===== src/hdl/hv_pkg.sv =====
// Shared types and constants for the host name checker.
package hv_pkg;

    localparam int DEFAULT_CHARSET_SIZE = 128;
    localparam int QUEUE_DEPTH          = 2;
    localparam int CFG_INDEX_W          = 3;
    localparam int CFG_DATA_W           = 64;

    localparam logic [CFG_INDEX_W-1:0] REG_LOWER_CASE_ONLY = 3'd0;
    localparam logic [CFG_INDEX_W-1:0] REG_LABEL_SET_LOW   = 3'd1;
    localparam logic [CFG_INDEX_W-1:0] REG_LABEL_SET_HIGH  = 3'd2;
    localparam logic [CFG_INDEX_W-1:0] REG_SEP_SET_LOW     = 3'd3;
    localparam logic [CFG_INDEX_W-1:0] REG_SEP_SET_HIGH    = 3'd4;
    localparam logic [CFG_INDEX_W-1:0] REG_MAX_LENGTH      = 3'd5;

    localparam logic [7:0] MAX_LENGTH_RESET = 8'd254;
    localparam logic [7:0] CHAR_HYPHEN      = 8'h2d;
    localparam logic [7:0] CHAR_DOT         = 8'h2e;

    typedef struct packed {
        logic         lower_case_only;
        logic [127:0] label_set;
        logic [127:0] sep_set;
        logic [7:0]   max_length;
    } cfg_t;

    // One classified byte as it travels from the front to the back.
    typedef struct packed {
        logic no_char;
        logic last;
        logic is_label;
        logic is_hyphen;
        logic is_dot;
        logic is_sep;
    } class_word_t;

endpackage


===== src/hdl/hv_front.sv =====
// Front end: accepts input words and classifies each byte into a registered word.
module hv_front
    import hv_pkg::*;
#(
    parameter int CHARSET_SIZE = DEFAULT_CHARSET_SIZE
) (
    input  logic        aclk,
    input  logic        aresetn,
    input  cfg_t        cfg,
    input  logic        s_valid,
    output logic        s_ready,
    input  logic [7:0]  s_char_code,
    input  logic        s_no_char,
    input  logic        s_last,
    output logic        f_valid,
    input  logic        f_ready,
    output class_word_t f_word
);

    logic        valid_reg, valid_next;
    class_word_t word_reg;
    class_word_t word_next;

    logic is_lower, is_upper, is_digit, in_range;

    always_comb begin
        is_lower = (s_char_code >= 8'h61) && (s_char_code <= 8'h7a);
        is_upper = (s_char_code >= 8'h41) && (s_char_code <= 8'h5a);
        is_digit = (s_char_code >= 8'h30) && (s_char_code <= 8'h39);
        // Only 7-bit codes below the character set size can be in a bitmap.
        in_range = !s_char_code[7] && ({1'b0, s_char_code} < 9'(CHARSET_SIZE));

        word_next.no_char   = s_no_char;
        word_next.last      = s_last;
        word_next.is_hyphen = (s_char_code == CHAR_HYPHEN);
        word_next.is_dot    = (s_char_code == CHAR_DOT);
        word_next.is_label  = is_lower || (is_upper && !cfg.lower_case_only) || is_digit
                            || word_next.is_hyphen
                            || (in_range && cfg.label_set[s_char_code[6:0]]);
        word_next.is_sep    = in_range && cfg.sep_set[s_char_code[6:0]];
    end

    assign s_ready = !valid_reg || f_ready;

    always_comb begin
        valid_next = valid_reg;
        if (s_ready) begin
            valid_next = s_valid;
        end
    end

    always_ff @(posedge aclk) begin
        if (!aresetn) begin
            valid_reg <= 1'b0;
        end else begin
            valid_reg <= valid_next;
        end
    end

    always_ff @(posedge aclk) begin
        if (s_valid && s_ready) begin
            word_reg <= word_next;
        end
    end

    assign f_valid = valid_reg;
    assign f_word  = word_reg;

endmodule


===== src/hdl/hv_queue.sv =====
// Short queue of classified words between the front and the back.
module hv_queue
    import hv_pkg::*;
(
    input  logic        aclk,
    input  logic        aresetn,
    input  logic        in_valid,
    output logic        in_ready,
    input  class_word_t in_word,
    output logic        out_valid,
    input  logic        out_ready,
    output class_word_t out_word
);

    localparam int PTR_W = (QUEUE_DEPTH > 1) ? $clog2(QUEUE_DEPTH) : 1;
    localparam int CNT_W = $clog2(QUEUE_DEPTH + 1);

    class_word_t mem [QUEUE_DEPTH];

    logic [PTR_W-1:0] wr_ptr_reg, wr_ptr_next;
    logic [PTR_W-1:0] rd_ptr_reg, rd_ptr_next;
    logic [CNT_W-1:0] count_reg, count_next;
    logic             push, pop;

    assign in_ready  = (count_reg < CNT_W'(QUEUE_DEPTH));
    assign out_valid = (count_reg != '0);
    assign out_word  = mem[rd_ptr_reg];
    assign push      = in_valid && in_ready;
    assign pop       = out_valid && out_ready;

    always_comb begin
        wr_ptr_next = wr_ptr_reg;
        rd_ptr_next = rd_ptr_reg;
        count_next  = count_reg;
        if (push) begin
            wr_ptr_next = (wr_ptr_reg == PTR_W'(QUEUE_DEPTH - 1)) ? '0 : wr_ptr_reg + 1'b1;
        end
        if (pop) begin
            rd_ptr_next = (rd_ptr_reg == PTR_W'(QUEUE_DEPTH - 1)) ? '0 : rd_ptr_reg + 1'b1;
        end
        if (push && !pop) begin
            count_next = count_reg + 1'b1;
        end else if (pop && !push) begin
            count_next = count_reg - 1'b1;
        end
    end

    always_ff @(posedge aclk) begin
        if (!aresetn) begin
            wr_ptr_reg <= '0;
            rd_ptr_reg <= '0;
            count_reg  <= '0;
        end else begin
            wr_ptr_reg <= wr_ptr_next;
            rd_ptr_reg <= rd_ptr_next;
            count_reg  <= count_next;
        end
    end

    always_ff @(posedge aclk) begin
        if (push) begin
            mem[wr_ptr_reg] <= in_word;
        end
    end

endmodule


===== src/hdl/hv_back.sv =====
// Back end: runs the label and segment rules and drives the result word.
module hv_back
    import hv_pkg::*;
(
    input  logic        aclk,
    input  logic        aresetn,
    input  logic [7:0]  max_length,
    input  logic        q_valid,
    output logic        q_ready,
    input  class_word_t q_word,
    output logic        m_valid,
    input  logic        m_ready,
    output logic        m_valid_res
);

    logic       at_label_start_reg, at_label_start_next;
    logic       last_was_hyphen_reg, last_was_hyphen_next;
    logic       segment_empty_reg, segment_empty_next;
    logic       failed_reg, failed_next;
    logic [7:0] byte_count_reg, byte_count_next;
    logic       out_valid_reg, out_valid_next;
    logic       out_res_reg, out_res_next;
    logic       take;

    // A word that ends a name waits until the output register can hold its result.
    assign q_ready = !q_word.last || !out_valid_reg || m_ready;
    assign take    = q_valid && q_ready;

    always_comb begin
        at_label_start_next  = at_label_start_reg;
        last_was_hyphen_next = last_was_hyphen_reg;
        segment_empty_next   = segment_empty_reg;
        failed_next          = failed_reg;
        byte_count_next      = byte_count_reg;
        out_valid_next       = out_valid_reg && !m_ready;
        out_res_next         = out_res_reg;

        if (take) begin
            if (!q_word.no_char) begin
                if (byte_count_reg >= max_length) begin
                    failed_next = 1'b1;
                end else begin
                    byte_count_next = byte_count_reg + 1'b1;
                end

                if (at_label_start_reg && (q_word.is_hyphen || q_word.is_dot)) begin
                    failed_next = 1'b1;
                end else if (q_word.is_label) begin
                    last_was_hyphen_next = q_word.is_hyphen;
                    segment_empty_next   = 1'b0;
                    at_label_start_next  = 1'b0;
                end else begin
                    if (last_was_hyphen_reg) begin
                        failed_next = 1'b1;
                    end
                    last_was_hyphen_next = 1'b0;
                    if (q_word.is_dot) begin
                        at_label_start_next = 1'b1;
                    end else if (q_word.is_sep) begin
                        at_label_start_next = 1'b1;
                        segment_empty_next  = 1'b1;
                    end else begin
                        failed_next = 1'b1;
                    end
                end
            end

            if (q_word.last) begin
                out_valid_next       = 1'b1;
                out_res_next         = !failed_next && !segment_empty_next
                                     && !last_was_hyphen_next;
                at_label_start_next  = 1'b1;
                last_was_hyphen_next = 1'b0;
                segment_empty_next   = 1'b1;
                failed_next          = 1'b0;
                byte_count_next      = '0;
            end
        end
    end

    always_ff @(posedge aclk) begin
        if (!aresetn) begin
            at_label_start_reg  <= 1'b1;
            last_was_hyphen_reg <= 1'b0;
            segment_empty_reg   <= 1'b1;
            failed_reg          <= 1'b0;
            byte_count_reg      <= '0;
            out_valid_reg       <= 1'b0;
        end else begin
            at_label_start_reg  <= at_label_start_next;
            last_was_hyphen_reg <= last_was_hyphen_next;
            segment_empty_reg   <= segment_empty_next;
            failed_reg          <= failed_next;
            byte_count_reg      <= byte_count_next;
            out_valid_reg       <= out_valid_next;
        end
    end

    always_ff @(posedge aclk) begin
        out_res_reg <= out_res_next;
    end

    assign m_valid     = out_valid_reg;
    assign m_valid_res = out_res_reg;

    // The byte count stays within the configured limit.
    assert property (@(posedge aclk) disable iff (!aresetn)
        (byte_count_reg <= max_length) || (byte_count_reg == '0))
        else $error("byte count ran past the length limit");

    // After the final word of a name the running state is back at its start.
    assert property (@(posedge aclk) disable iff (!aresetn)
        (take && q_word.last) |=> (at_label_start_reg && segment_empty_reg
                                   && !failed_reg && (byte_count_reg == '0)))
        else $error("state not cleared after end of name");

    // A last word is never taken while a result is stuck in the output register.
    assert property (@(posedge aclk) disable iff (!aresetn)
        (take && q_word.last) |-> (!out_valid_reg || m_ready))
        else $error("result overwritten before it was taken");

endmodule


===== src/hdl/hostname_validator.sv =====
// Top level of the streaming host name checker.
//
// Input channel (s_valid/s_ready): one word per byte of the name, with
// s_char_code, s_no_char for an empty name, and s_last on the final word.
// Output channel (m_valid/m_ready): one word with m_valid_res for each
// input word marked last; 1 means the name is a valid host name.
// Configuration: cfg_wr_en writes cfg_wdata to the register at cfg_index;
// change it only while no name is in flight.
// Throughput is one byte per cycle while no stall holds the flow. The front
// classifies a byte in one register stage, a two-word queue follows, and the
// back updates the running label state and registers the result. The back's
// label state update for each byte it takes sets the one-byte-per-cycle rate.
// A stalled receiver first fills the output register; the next last word
// then waits in the back, the queue and the front register fill behind it,
// and only then does s_ready drop.
// Reset (aresetn low, synchronous) empties all stages, clears the name state,
// and sets the registers to defaults: all sets empty, mixed case, limit 254.
module hostname_validator
    import hv_pkg::*;
#(
    parameter int CHARSET_SIZE = DEFAULT_CHARSET_SIZE
) (
    input  logic                   aclk,
    input  logic                   aresetn,
    input  logic                   cfg_wr_en,
    input  logic [CFG_INDEX_W-1:0] cfg_index,
    input  logic [CFG_DATA_W-1:0]  cfg_wdata,
    input  logic                   s_valid,
    output logic                   s_ready,
    input  logic [7:0]             s_char_code,
    input  logic                   s_no_char,
    input  logic                   s_last,
    output logic                   m_valid,
    input  logic                   m_ready,
    output logic                   m_valid_res
);

    cfg_t        cfg_reg;
    cfg_t        cfg_next;
    logic        f_valid, f_ready;
    class_word_t f_word;
    logic        q_valid, q_ready;
    class_word_t q_word;

    always_comb begin
        cfg_next = cfg_reg;
        if (cfg_wr_en) begin
            case (cfg_index)
                REG_LOWER_CASE_ONLY: cfg_next.lower_case_only = cfg_wdata[0];
                REG_LABEL_SET_LOW:   cfg_next.label_set[63:0]   = cfg_wdata;
                REG_LABEL_SET_HIGH:  cfg_next.label_set[127:64] = cfg_wdata;
                REG_SEP_SET_LOW:     cfg_next.sep_set[63:0]     = cfg_wdata;
                REG_SEP_SET_HIGH:    cfg_next.sep_set[127:64]   = cfg_wdata;
                REG_MAX_LENGTH:      cfg_next.max_length        = cfg_wdata[7:0];
                default: begin
                end
            endcase
        end
    end

    always_ff @(posedge aclk) begin
        if (!aresetn) begin
            cfg_reg.lower_case_only <= 1'b0;
            cfg_reg.label_set       <= '0;
            cfg_reg.sep_set         <= '0;
            cfg_reg.max_length      <= MAX_LENGTH_RESET;
        end else begin
            cfg_reg <= cfg_next;
        end
    end

    hv_front #(
        .CHARSET_SIZE(CHARSET_SIZE)
    ) u_front (
        .aclk        (aclk),
        .aresetn     (aresetn),
        .cfg         (cfg_reg),
        .s_valid     (s_valid),
        .s_ready     (s_ready),
        .s_char_code (s_char_code),
        .s_no_char   (s_no_char),
        .s_last      (s_last),
        .f_valid     (f_valid),
        .f_ready     (f_ready),
        .f_word      (f_word)
    );

    hv_queue u_queue (
        .aclk      (aclk),
        .aresetn   (aresetn),
        .in_valid  (f_valid),
        .in_ready  (f_ready),
        .in_word   (f_word),
        .out_valid (q_valid),
        .out_ready (q_ready),
        .out_word  (q_word)
    );

    hv_back u_back (
        .aclk        (aclk),
        .aresetn     (aresetn),
        .max_length  (cfg_reg.max_length),
        .q_valid     (q_valid),
        .q_ready     (q_ready),
        .q_word      (q_word),
        .m_valid     (m_valid),
        .m_ready     (m_ready),
        .m_valid_res (m_valid_res)
    );

endmodule


===== config.mk =====
export PLATFORM = sky130hd
export DESIGN_NAME = hostname_validator
export DESIGN_NICKNAME = d
export VERILOG_FILES = /design/src/hdl/hv_pkg.sv /design/src/hdl/hv_front.sv /design/src/hdl/hv_queue.sv /design/src/hdl/hv_back.sv /design/src/hdl/hostname_validator.sv
export SDC_FILE = /design/constraint.sdc
export NUM_CORES = 1
export LEC_CHECK = 0
export BUFFER_PORTS_ARGS = -buffer_cell sky130_fd_sc_hd__buf_2
export CAP_MARGIN = 40
export CORE_MARGIN = 2
export CORE_UTILIZATION = 55
export DETAILED_ROUTE_END_ITERATION = 6
export GPL_ROUTABILITY_DRIVEN = 0
export MAX_ROUTING_LAYER = met4
export PLACE_DENSITY = 0.79
export SLEW_MARGIN = 10
export SYNTH_ARGS = -nofsm -noshare
export SYNTH_HDL_FRONTEND = slang
export SYNTH_SLANG_ARGS = --single-unit

===== constraint.sdc =====
create_clock -name aclk -period 6.6 [get_ports aclk]
set_input_delay 0.66 -clock aclk [delete_from_list [all_inputs] [get_ports aclk]]
set_output_delay 0.66 -clock aclk [all_outputs]
set_load 0.05 [all_outputs]

Yosys cells after proc, flatten, opt, wreduce, memory -nomap -nowiden
Memories as Yosys holds them, arrays and structs flattened. A register that Yosys moved wholly into a read port is not among the register bits.
Index checks and enable logic that the tools add are counted.
Widths: inputs -> output; s select.
- register bits: 290
- memory bits (writable): 12
- bits of input ports: 82
- output and inout bits: 3
- logic and storage cells: 141
- memories: 1
- memory list (name ; depth ; bits a word ; read ports ; clocked after memory_dff ; write ports ; RTL line ; text):
    u_queue.mem ; 2 ; 6 ; 1 ; 1 ; 1 ; hv_queue.sv:18 ; class_word_t mem [QUEUE_DEPTH];
- add/subtract/negate cells: 5
- order comparisons: 10
- equality and inequality tests: 10
- muxes and demuxes: 44
- reductions and logical operators: 48
- operators with widths (operator ; number):
    $mux 1 ; 37
    $mux 8 ; 3
    $eq 8x6->1 const B ; 2
    $ge 8x7->1 const B ; 2
    $le 8x7->1 const B ; 2
    $logic_and 1x1->1 ; 16
    $bmux 1 s7 ; 2
    $reduce_and 2->1 ; 7
    $logic_not 1->1 ; 11
    $add 8x1->8 const B ; 1
    $ge 8x6->1 const B ; 1
    $ge 8x8->1 ; 1
    $le 8x6->1 const B ; 1
    $logic_or 1x1->1 ; 8
    $lt 7x8->1 const B ; 1
    $lt 8x8->1 const B ; 1
    $eq 3x2->1 const B ; 2
    $eq 3x3->1 const B ; 2
    $mux 2 ; 2
    $ne 2x1->1 const B ; 2
    $reduce_and 4->1 ; 1
    $reduce_bool 2->1 ; 2
    $reduce_bool 4->1 ; 1
    $eq 3x1->1 const B ; 1
    other kinds (7) ; 8

Logic depth before layout (Yosys ltp)
Gate-level depths: netlist (run 1).
- word-level depth: 12
- mapped depth: 10
- gate-level depth less buffers: 9

Hierarchy
From an unflattened synthesis (run 1), not the netlist that was laid out.
- cell total of the unflattened synthesis: 1297
- area total of the unflattened synthesis: 13998.4 um^2
- modules (own cells, without submodules) (module ; instances ; cells an instance ; area each (um^2) ; sequential area each (um^2)):
    hostname_validator ; 1 ; 938 ; 9829.4 ; 5305.1
    hv_front ; 1 ; 205 ; 2561.2 ; 200.2
    hv_back ; 1 ; 112 ; 950.9 ; 290.3
    hv_queue ; 1 ; 42 ; 656.9 ; 460.4

Worst setup path before layout (run 1)
No wires, ideal clock.
- path type: input port to flip-flop
- from: in s_char_code[0]
- to: reg u_front.word_reg, in the netlist u_front.f_word[0], data pin
- setup time: 265 ps
- arrival: 2451 ps
- data required time: 6335 ps
- setup slack: 3883 ps
- stages: 7
- path buffers: 2
- path through: buf_6 -> buf_12 -> mux4_1 -> mux4_2 -> mux2_2 -> a211oi_2 -> a211oi_1
- RTL lines (item ; RTL line ; text):
    start, declared ; hostname_validator.sv:30 ; input logic [7:0] s_char_code,
    end signal, assigned ; hv_front.sv:62 ; word_reg <= word_next;
    end, declared ; hv_front.sv:21 ; class_word_t word_reg;

==> results.md, run 1 <==
- Status: completed
- CTS resizes: 0
- Max Root-Sink Buffers: 3
- Overflow after GRT: 0
- CORE AREA: 24400 um^2
- Initial Util: 0.561
- CP endpoint: u_back.byte_count_reg[7]
- Layout cell share with drive strength beyond 1: 0.147
- CP cell instances: mux2i_1 -> o22ai_1 -> nor2b_1 -> o211ai_1 -> buf_4 -> or4_1 -> a21oi_1
- Nets: 1611
- WP data required: 7070 ps
- Yosys reg bits: 303
- Initial antenna violation count: 3
- Max VDD drop: 0.000174 V
- Post-DR wirelength/cell: 18.1 um
- Setup crit end kind: flip-flop
- Buf+Inv Stages, Crit Path: 1
- Yosys warnings: 0
- Mapped Nets: 1589
- Max Clock Freq: 369 MHz
- Vias in the first global route: 10300
- Delay-heaviest family, CP: simple AND/OR/NAND/NOR gates
- Max reg flops: 265
- I/O Buffers: 84
- Via count: 10800
- Crit-path max cell delay: 590 ps
- # hold bufs at CTS: 0
- Clock skew: 31.8 ps
- Final setup margin: 3890 ps
- Pwr per Cell Area: 276 nW/um^2
- Post-synth ARST share: 0
- Area share of the largest cell type after synthesis: 0.415
- Unrepaired setup endpoints after global routing: false
- FF-to-FF setup slack: 3890 ps
- R2R Path End: u_back.byte_count_reg[7]
- Global-route wire length before repair: 54.4 mm
- Tcrit/Tclk final: 0.410
- Area grow syn2layout: 11.8%
- CTS Buf Count: 31
- Main synth FF type: dfxtp_1
- Clk root buf: clkbuf_16
- Clock sink total: 303
- Vias per inst: 5.76
- Synthesized area per cell: 9.14 um^2
- TNS Setup: 0 ps
- Slowest CP cell: dfxtp_1
- CTS tree: done
- Die X: 162 um
- H-tree levels: 1
- Yosys cell types: 54
- Cell accounting for the most synthesized area: dfxtp_1
- Antenna viol nets, final: 0
- Post-synthesis sequential area ratio: 0.457
- Drt total wl: 33.8 mm
- Post-synth top cells: 539 x nand2_1, 284 x dfxtp_1, 262 x a21boi_0
- Final setup vio count: 0
- Cell row count: 57
- Boundary pin count: 85
- CP arrival: 3180 ps
- Drt pass-1 iters: 5
- Fill cells: 2021
- Final Hold Viols: 0
- WHS: 267 ps
- Detailed placement HPWL: 22.3 mm
- Crit path launch type: flip-flop
- Reg2Reg Depth: 7
- Post-synthesis cell area: 13700 um^2
- Number of synthesized flops with an enable pin: 19
- Setup CP Type: reg2reg
- 1st-iter DRT viols: 859
- GR Util All Layers: 0.263
- CP max FO: 15
- Drc violations: 0
- Largest net degree at the start of global routing: 123
- Crit. path cell count: 7
- Final min period: 2710 ps
- Max-slew violation count: 0
- Synth area leaders: dfxtp_1 42%, nand2_1 15%, a21boi_0 14%, mux4_2 9.2%, edfxtp_1 4.2%
- Dpl ws: 3450 ps
- HP Class: in2reg
- Cells after Synth: 1497
- Worst slew pin tran: 903 ps
- Clock transition at the registers of the reported paths: 70 ps
- Leakage: 0.00539 uW
- Max_slew headroom: 0.398
- Max Cap Viol: 0
- Die area: 26200 um^2
- Die Y: 162 um
- Post-CTS Setup Bufs: 0
- Worst skew pair latency: 570 ps
- Most numerous cell in the Yosys netlist: nand2_1
[worst min-delay path by stage]
stage                                  from                end  cells after the start  slack (ps)
after floorplan           u_front.f_word[0]  u_queue.mem[0][0]                      0         420
after global placement    u_front.f_word[1]  u_queue.mem[0][1]                      0         430
after detailed placement  u_front.f_word[5]  u_queue.mem[1][5]                      0         450
after CTS                            s_last  u_front.f_word[4]                      1         260
after global routing                 s_last  u_front.f_word[4]                      1         260
final                                s_last  u_front.f_word[4]                      1         270
[cell type report]
type | count | area (um^2) | share of cell area
diodes | 3 | 7.51 | 0.000491
clock buffers | 38 | 853 | 0.0558
clock inverters | 20 | 205 | 0.0134
inverters | 14 | 52.6 | 0.00343
multi-input cells | 1071 | 6930 | 0.453
flip-flops and latches | 303 | 6260 | 0.409
well taps | 324 | 405 | 0.0265
repair buffers | 98 | 594 | 0.0388
[layout by cell type, fill, tap and decap left out, types with 4 or more instances in the layout]
cell | synthesis | final
a221o_1 | 5 | 5
bufinv_16 | 0 | 4
a21boi_0 | 262 | 262
buf_2 | 9 | 81
ha_1 | 10 | 10
clkinv_1 | 0 | 5
o22ai_1 | 7 | 7
a21o_1 | 4 | 4
clkinv_2 | 0 | 7
mux4_2 | 56 | 56
edfxtp_1 | 19 | 19
nand2b_1 | 6 | 6
mux2_2 | 12 | 12
nand2_1 | 539 | 538
nor2b_1 | 14 | 14
inv_1 | 14 | 14
a21oi_1 | 15 | 15
a22oi_1 | 8 | 8
or3_1 | 5 | 5
buf_4 | 3 | 12
o211ai_1 | 10 | 10
nand3_1 | 8 | 6
clkbuf_16 | 0 | 32
dfxtp_1 | 284 | 284
o21ai_0 | 8 | 8
nor2_1 | 16 | 15
and2_1 | 7 | 6
mux2i_1 | 40 | 40
[stage by stage]
step                total power, uW  std cells  cell area, um^2  utilization
global route                   4360       1871            15300        0.627
finish                         4220       1871            15300        0.627
CTS                            4220       1867            15300        0.627
detailed placement             2430       1809            14200        0.583
global placement               2410       1805            14100        0.580
floorplan                      2290       1497            13700            -
[report_power, final]
group | switching [uW] | internal (uW)
combinational | 260 | 177
clock | 745 | 1070
sequential | 49.0 | 1920
total | 1050 | 3160
[per-layer routing]
layer,routed length [um],global-route usage,part of all wire
met5,0,-,0
met4,697,0.0644,0.021
met3,2030,0.0332,0.060
met1,14900,0.357,0.44
met2,16200,0.424,0.48
[logic make-up after synthesis]
| kind of cell | count (synthesis) | synth area share |
|---|---|---|
| xor+xnor | 3 | 0.00192 |
| mux | 109 | 0.133 |
| fa+ha+maj | 10 | 0.00914 |
| flops | 303 | 0.457 |
| compound gates | 338 | 0.183 |
| buf+inv | 123 | 0.0382 |
| simple gates | 611 | 0.177 |
(Power assumes the default switching activity.)
==> run 2, diff against run 1 <==
Settings changed: ABC_AREA set to 1, PLACE_DENSITY 0.79 to 0.82.
Clock period 6.6 ns to 2.25 ns, I/O delays scaled along.
==> run 2 against run 1 <==
Effect of this change: the run now ends with DRC left; clock power grew to 2.8 times the previous value; critical path depth is 4 higher; combinational power grew to 3.9 times the previous value; worst hold slack worse by 250 ps; setup slack worse by 3700 ps; sequential power grew to 3.0 times the previous value; non-clock buffer count is 96 higher; sequential share of layout area is 1.7 points lower; global-route usage is 4.3 points higher; critical endpoint is now u_queue.count_reg[1]; largest cell class unchanged.
==> results.md, run 2 <==
- Setup crit end kind: flip-flop
- Sequential share of power: 0.464
- CTS Buf Count: 31
- Clock skew: 19.1 ps
- Slowest CP cell: dfxtp_1
- Area grow syn2layout: 17.9%
- Max Cap Viol: 0
- Post-CTS Setup Bufs: 0
- Net Switching: 3410 uW
- Clk root buf: clkbuf_16
- Number of synthesized flops with an enable pin: 19
- Clock sink total: 303
- Commonest non-fill, non-tap cells in the layout: 493 x nand2_1, 455 x nor2_1, 295 x o21ai_0, 284 x dfxtp_1, 106 x inv_1
- Vias in the first global route: 12900
- 1st-iter DRT viols: 1422
- Fin util: 0.659
- Cell accounting for the most synthesized area: dfxtp_1
- Die Y: 161 um
- Tcrit/Tclk final: 0.894
- Final min period: 2010 ps
- Post-DR wirelength/cell: 16.0 um
- Nets: 2192
- CP cell instances: inv_2 -> nand2_1 -> and2_4 -> nand2_2 -> nand2_2 -> inv_2 -> ha_1 -> a21oi_1 -> o21ai_0 -> o21ai_0 -> a21oi_1
- Dpl ws: 128 ps
- Initial Util: 0.559
- Synthesized area per cell: 6.78 um^2
- Post-synthesis cell area: 13600 um^2
- Final Hold Viols: 0
- Unrepaired setup endpoints after global routing: false
- Crit-path max cell delay: 510 ps
- Synth area leaders: dfxtp_1 42%, nand2_1 14%, nor2_1 13%, o21ai_0 11%, edfxtp_1 4.2%
- Max VDD drop: 0.000778 V
- Reg2Reg Depth: 11
- Die area: 25900 um^2
- Placed cell count: 2325
- Via count: 13500
- Worst Hold Endpoint: cfg_reg[207]
- HP Class: in2reg
- Final setup vio count: 0
- Status: finished, violations left
- CORE AREA: 24200 um^2
- Cell row count: 57
- Drc violations: 3
- Global-route wire length before repair: 63.1 mm
- Post-synthesis sequential area ratio: 0.462
- Boundary pin count: 85
- Post-synth top cells: 494 x nand2_1, 456 x nor2_1, 295 x o21ai_0
- Yosys warnings: 0
- Max reg flops: 265
- Post-synth ARST share: 0
- H-tree levels: 1
- Pwr per Cell Area: 789 nW/um^2
- Mapped Nets: 2090
- Max Root-Sink Buffers: 3
- I/O Buffers: 84
- CP max FO: 9
- Delay-heaviest family, CP: flip-flops
- TNS Setup: 0 ps
- Vias per inst: 5.51
- Setup CP Type: reg2reg
- Worst skew pair latency: 580 ps
- Largest net degree at the start of global routing: 162
- Initial antenna violation count: 6
- Hold Path Depth: 3
- Cells after Synth: 1998
- Layout Cells excl Fill: 2452
- Commonest non-fill, non-tap cell in the layout: nand2_1
- Buf+Inv Stages, Crit Path: 2
- Worst slew pin tran: 839 ps
- Area share of the largest cell type after synthesis: 0.419
- Detailed placement HPWL: 24.6 mm
- Main synth FF type: dfxtp_1
- Clock transition at the registers of the reported paths: 60 ps
- Violated checks: DRC
- Layout cell share with drive strength beyond 1: 0.0928
- Most numerous cell in the Yosys netlist: nand2_1
- CTS tree: done
- Yosys reg bits: 303
- P_int: 9200 uW
- Die X: 161 um
- Antenna viol nets, final: 0
- Worst Hold Launch: cfg_wdata[7]
- Yosys cell types: 39
- FF-to-FF setup slack: 240 ps
- Crit path launch type: flip-flop
- Drt pass-1 iters: 7
- Leakage: 0.00707 uW
- Drt total wl: 39.2 mm
- WP data required: 2700 ps
- Max-slew violation count: 0
- Final setup margin: 239 ps
- Max_slew headroom: 0.438
- Comb pwr share: 0.134
- CP arrival: 2460 ps
- GR Util All Layers: 0.306
- Max Clock Freq: 497 MHz
- Clk network pwr share: 0.402
- Overflow after GRT: 0
- R2R Path End: u_queue.count_reg[1]
- Sw Share: 0.270
run 2: cell types whose count changed in the layout (fill, tap and decap cells not counted), moves of 12 or more:
cell,delta
dlygate4sd3_1,+66
nand4_1,+21
mux2i_1,-39
mux2_2,-12
a21boi_0,-261
o21ai_0,+287
buf_4,+23
inv_1,+92
nand2_1,-45
nor2b_1,-14
mux4_2,-56
nand3_1,+38
a21oi_1,+72
nor2_1,+440
run 2: tightest hold or removal path: stages:
cell and delay, ps:
buf_2 160, nor2_1 110, nor2_1 50
run 2: worst max path at each step:
stage | from | end | slack [ps] | depth (start not counted)
floorplan | u_back.m_valid | u_queue.count_reg[1] | 470 | 9
global placement | s_char_code[0] | u_front.f_word[0] | 130 | 13
finish | flip-flop | u_queue.count_reg[1] | 240 | 11
CTS | flip-flop | u_queue.count_reg[1] | 240 | 11
detailed placement | s_char_code[0] | u_front.f_word[0] | 130 | 13
global route | flip-flop | u_queue.count_reg[1] | 40 | 11
run 2: final cells by class:
type                            count  area [um^2]
Clock buffer                       47          927
Tap cell                          324          405
Timing Repair Buffer              194         1530
Sequential cell                   303         6260
Inverter                          116          435
Fill cell                        2060         8270
Multi-Input combinational cell   1454         6330
Clock inverter                      8         76.3
Antenna cell                        6         15.0
run 2: power groups by stage:
stage | Clock (uW) | Combinational (uW) | Sequential [uW]
final | 5070 | 1690 | 5850
after global routing | 5330 | 1860 | 5870
after CTS | 5080 | 1660 | 5840
after floorplan | 0 | 1060 | 5940
after global placement | 0 | 1500 | 5950
after detailed placement | 0 | 1550 | 5960
run 2: cells by family after synthesis:
family          count (synthesis)  synth area share
flops                         303             0.462
buf+inv                       241            0.0733
simple gates                 1039             0.302
compound gates                400             0.150
xor+xnor                        4           0.00258
mux                             1          0.000739
fa+ha+maj                      10           0.00923
run 2: metrics by stage:
| stage | total power [uW] | instance area [um^2] | hold slack, ps |
|---|---|---|---|
| after floorplan | 7000 | 13600 | 324 |
| after global placement | 7450 | 14300 | 406 |
| after detailed placement | 7510 | 14300 | 403 |
| after CTS | 12600 | 16000 | 0.0271 |
| after global routing | 13100 | 16000 | 33.9 |
| final | 12600 | 16000 | 17.0 |
run 2: routing by layer:
| layer | wire (um) | global-route usage |
|---|---|---|
| met5 | 0 | - |
| met4 | 1630 | 0.122 |
| met3 | 3730 | 0.0544 |
| met2 | 18200 | 0.501 |
| met1 | 15600 | 0.376 |
run 2: timing repair:
action                                  CTS  global route
endpoints found under the setup margin    0             0
hold buffers                             66             0
resized for setup                         0             0
endpoints found under the hold margin   184             0
==> run 3, diff against run 2 <==
Settings changed: CTS_BUF_LIST set to sky130_fd_sc_hd__clkbuf_2 sky130_fd_sc_hd__clkbuf_4 sky130_fd_sc_hd__clkbuf_8.
==> run 3 against run 2 <==
Effect of this change: the run now ends clean; critical endpoint unchanged; final area is 0.78% higher; critical path depth unchanged; critical path type unchanged; combinational power hardly changed; sequential power hardly changed; final cell count rose by 1.6%.
==> results.md, run 3 (synthesis gave the netlist of run 2 again) <==
- Status: completed
- Largest net degree at the start of global routing: 162
- I/O Buffers: 84
- Drt total wl: 39.5 mm
- Worst skew pair latency: 590 ps
- Drt pass-1 iters: 6
- Layout cell share with drive strength beyond 1: 0.112
- Crit. path cell count: 11
- Die X: 161 um
- Post-DR wirelength/cell: 15.9 um
- CORE AREA: 24200 um^2
- Crit path launch type: flip-flop
- Dpl ws: 128 ps
- Multi-input gate area: 6330 um^2
- Pwr per Cell Area: 799 nW/um^2
- CP max FO: 9
- CP cell instances: inv_2 -> nand2_1 -> and2_4 -> nand2_2 -> nand2_2 -> inv_2 -> ha_1 -> a21oi_1 -> o21ai_0 -> o21ai_0 -> a21oi_1
- Vias per inst: 5.48
- Initial Util: 0.559
- Boundary pin count: 85
- CP endpoint: u_queue.count_reg[1]
- R2R Path End: u_queue.count_reg[1]
- Clock skew: 22.4 ps
- Worst slew pin tran: 894 ps
- Tcrit/Tclk final: 0.894
- Max reg flops: 265
- Antenna viol nets, final: 0
- H-tree levels: 2
- Commonest non-fill, non-tap cell in the layout: nand2_1
- Clock transition at the registers of the reported paths: 60 ps
- Max Clock Freq: 497 MHz
- Final min period: 2010 ps
- Clock sink total: 303
- Final Hold Viols: 0
- Die Y: 161 um
- Max-slew violation count: 0
- Global-route wire length before repair: 63.6 mm
- Commonest non-fill, non-tap cells in the layout: 493 x nand2_1, 455 x nor2_1, 295 x o21ai_0, 284 x dfxtp_1, 106 x inv_1
- Fill cells: 2073
- Register area: 6260 um^2
- Die area: 25900 um^2
- Clk root buf: clkbuf_8
- FF-to-FF setup slack: 240 ps
- Delay-heaviest family, CP: flip-flops
- Final setup vio count: 0
- Drc violations: 0
- Max_slew headroom: 0.402
- Buf+Inv Stages, Crit Path: 2
- Max Cap Viol: 0
- Setup CP Type: reg2reg
- HP Class: in2reg
- CTS Buf Count: 50
- Slowest CP cell: dfxtp_1
- Crit-path max cell delay: 510 ps
- Setup crit end kind: flip-flop
- Worst Hold Launch: cfg_wdata[2]
- WP data required: 2710 ps
- Max VDD drop: 0.000645 V
- Final Power: 12900 uW
- Max Root-Sink Buffers: 3
- CTS tree: done
- Reg2Reg Depth: 11
- GR Util All Layers: 0.310
- Cell row count: 57
- Final setup margin: 238 ps
- TNS Setup: 0 ps
- 1st-iter DRT viols: 1377
- Leakage: 0.00718 uW
- Nets: 2213
- Detailed placement HPWL: 24.6 mm
- Area grow syn2layout: 18.8%
- Vias in the first global route: 13000
- Unrepaired setup endpoints after global routing: false
- Overflow after GRT: 0
- CP arrival: 2480 ps
- Via count: 13600
- Initial antenna violation count: 6
run 3: cell count changes in the layout (fill, tap and decap cells not counted), sizes merged:
| cell | change |
|---|---|
| clkbuf | +33 |
| bufinv | +2 |
| inv | +1 |
| dlygate4sd3 | +2 |
| clkinv | +1 |
run 3: cell type report:
class / instances / share of cell area
flip-flops and latches: 303 / 0.389
well taps: 324 / 0.0252
clock buffers: 80 / 0.0602
clock inverters: 12 / 0.00863
diodes: 6 / 0.000932
multi-input cells: 1454 / 0.393
repair buffers: 196 / 0.0963
inverters: 116 / 0.0270
run 3: what timing repair did:
item                                    CTS  global route
setup buffers                             0             0
hold buffers                             68             0
endpoints found under the setup margin    0             0
hold endpoints to repair                224             0
resized for setup                         0             0
run 3: worst min-delay path by stage:
stage,end,slack [ps],cells after the start
global route,cfg_reg[2],20,3
detailed placement,u_front.f_word[5],400,1
floorplan,u_front.f_word[4],320,0
finish,cfg_reg[138],30,3
global placement,u_front.f_word[5],410,1
CTS,cfg_reg[138],7,3
run 3: per-layer routing:
metal,vias up,part of all wire,track usage
met4,0,0.033,0.127
met2,613,0.47,0.510
li1,6619,-,-
met5,-,0,-
met3,124,0.087,0.0655
met1,6285,0.41,0.372
run 3: tightest hold or removal path: stages:
cell and delay (ps):
buf_2 170, nor2_1 120, nor2_1 50
run 3: power breakdown:
group / leakage [uW] / internal, uW / switching, uW
Clock: 0.000593 / 3080 / 2240
Sequential: 0.00249 / 5700 / 152
Combinational: 0.00410 / 567 / 1120
Total: 0.00718 / 9340 / 3520
run 3: metrics by stage:
step | area (um^2) | util | hold WS [ps] | instances
CTS | 16100 | 0.663 | 6.62 | 2485
global placement | 14300 | 0.590 | 406 | 2325
finish | 16100 | 0.664 | 33.0 | 2491
detailed placement | 14300 | 0.590 | 403 | 2325
floorplan | 13600 | - | 324 | 1998
global route | 16100 | 0.664 | 20.6 | 2491
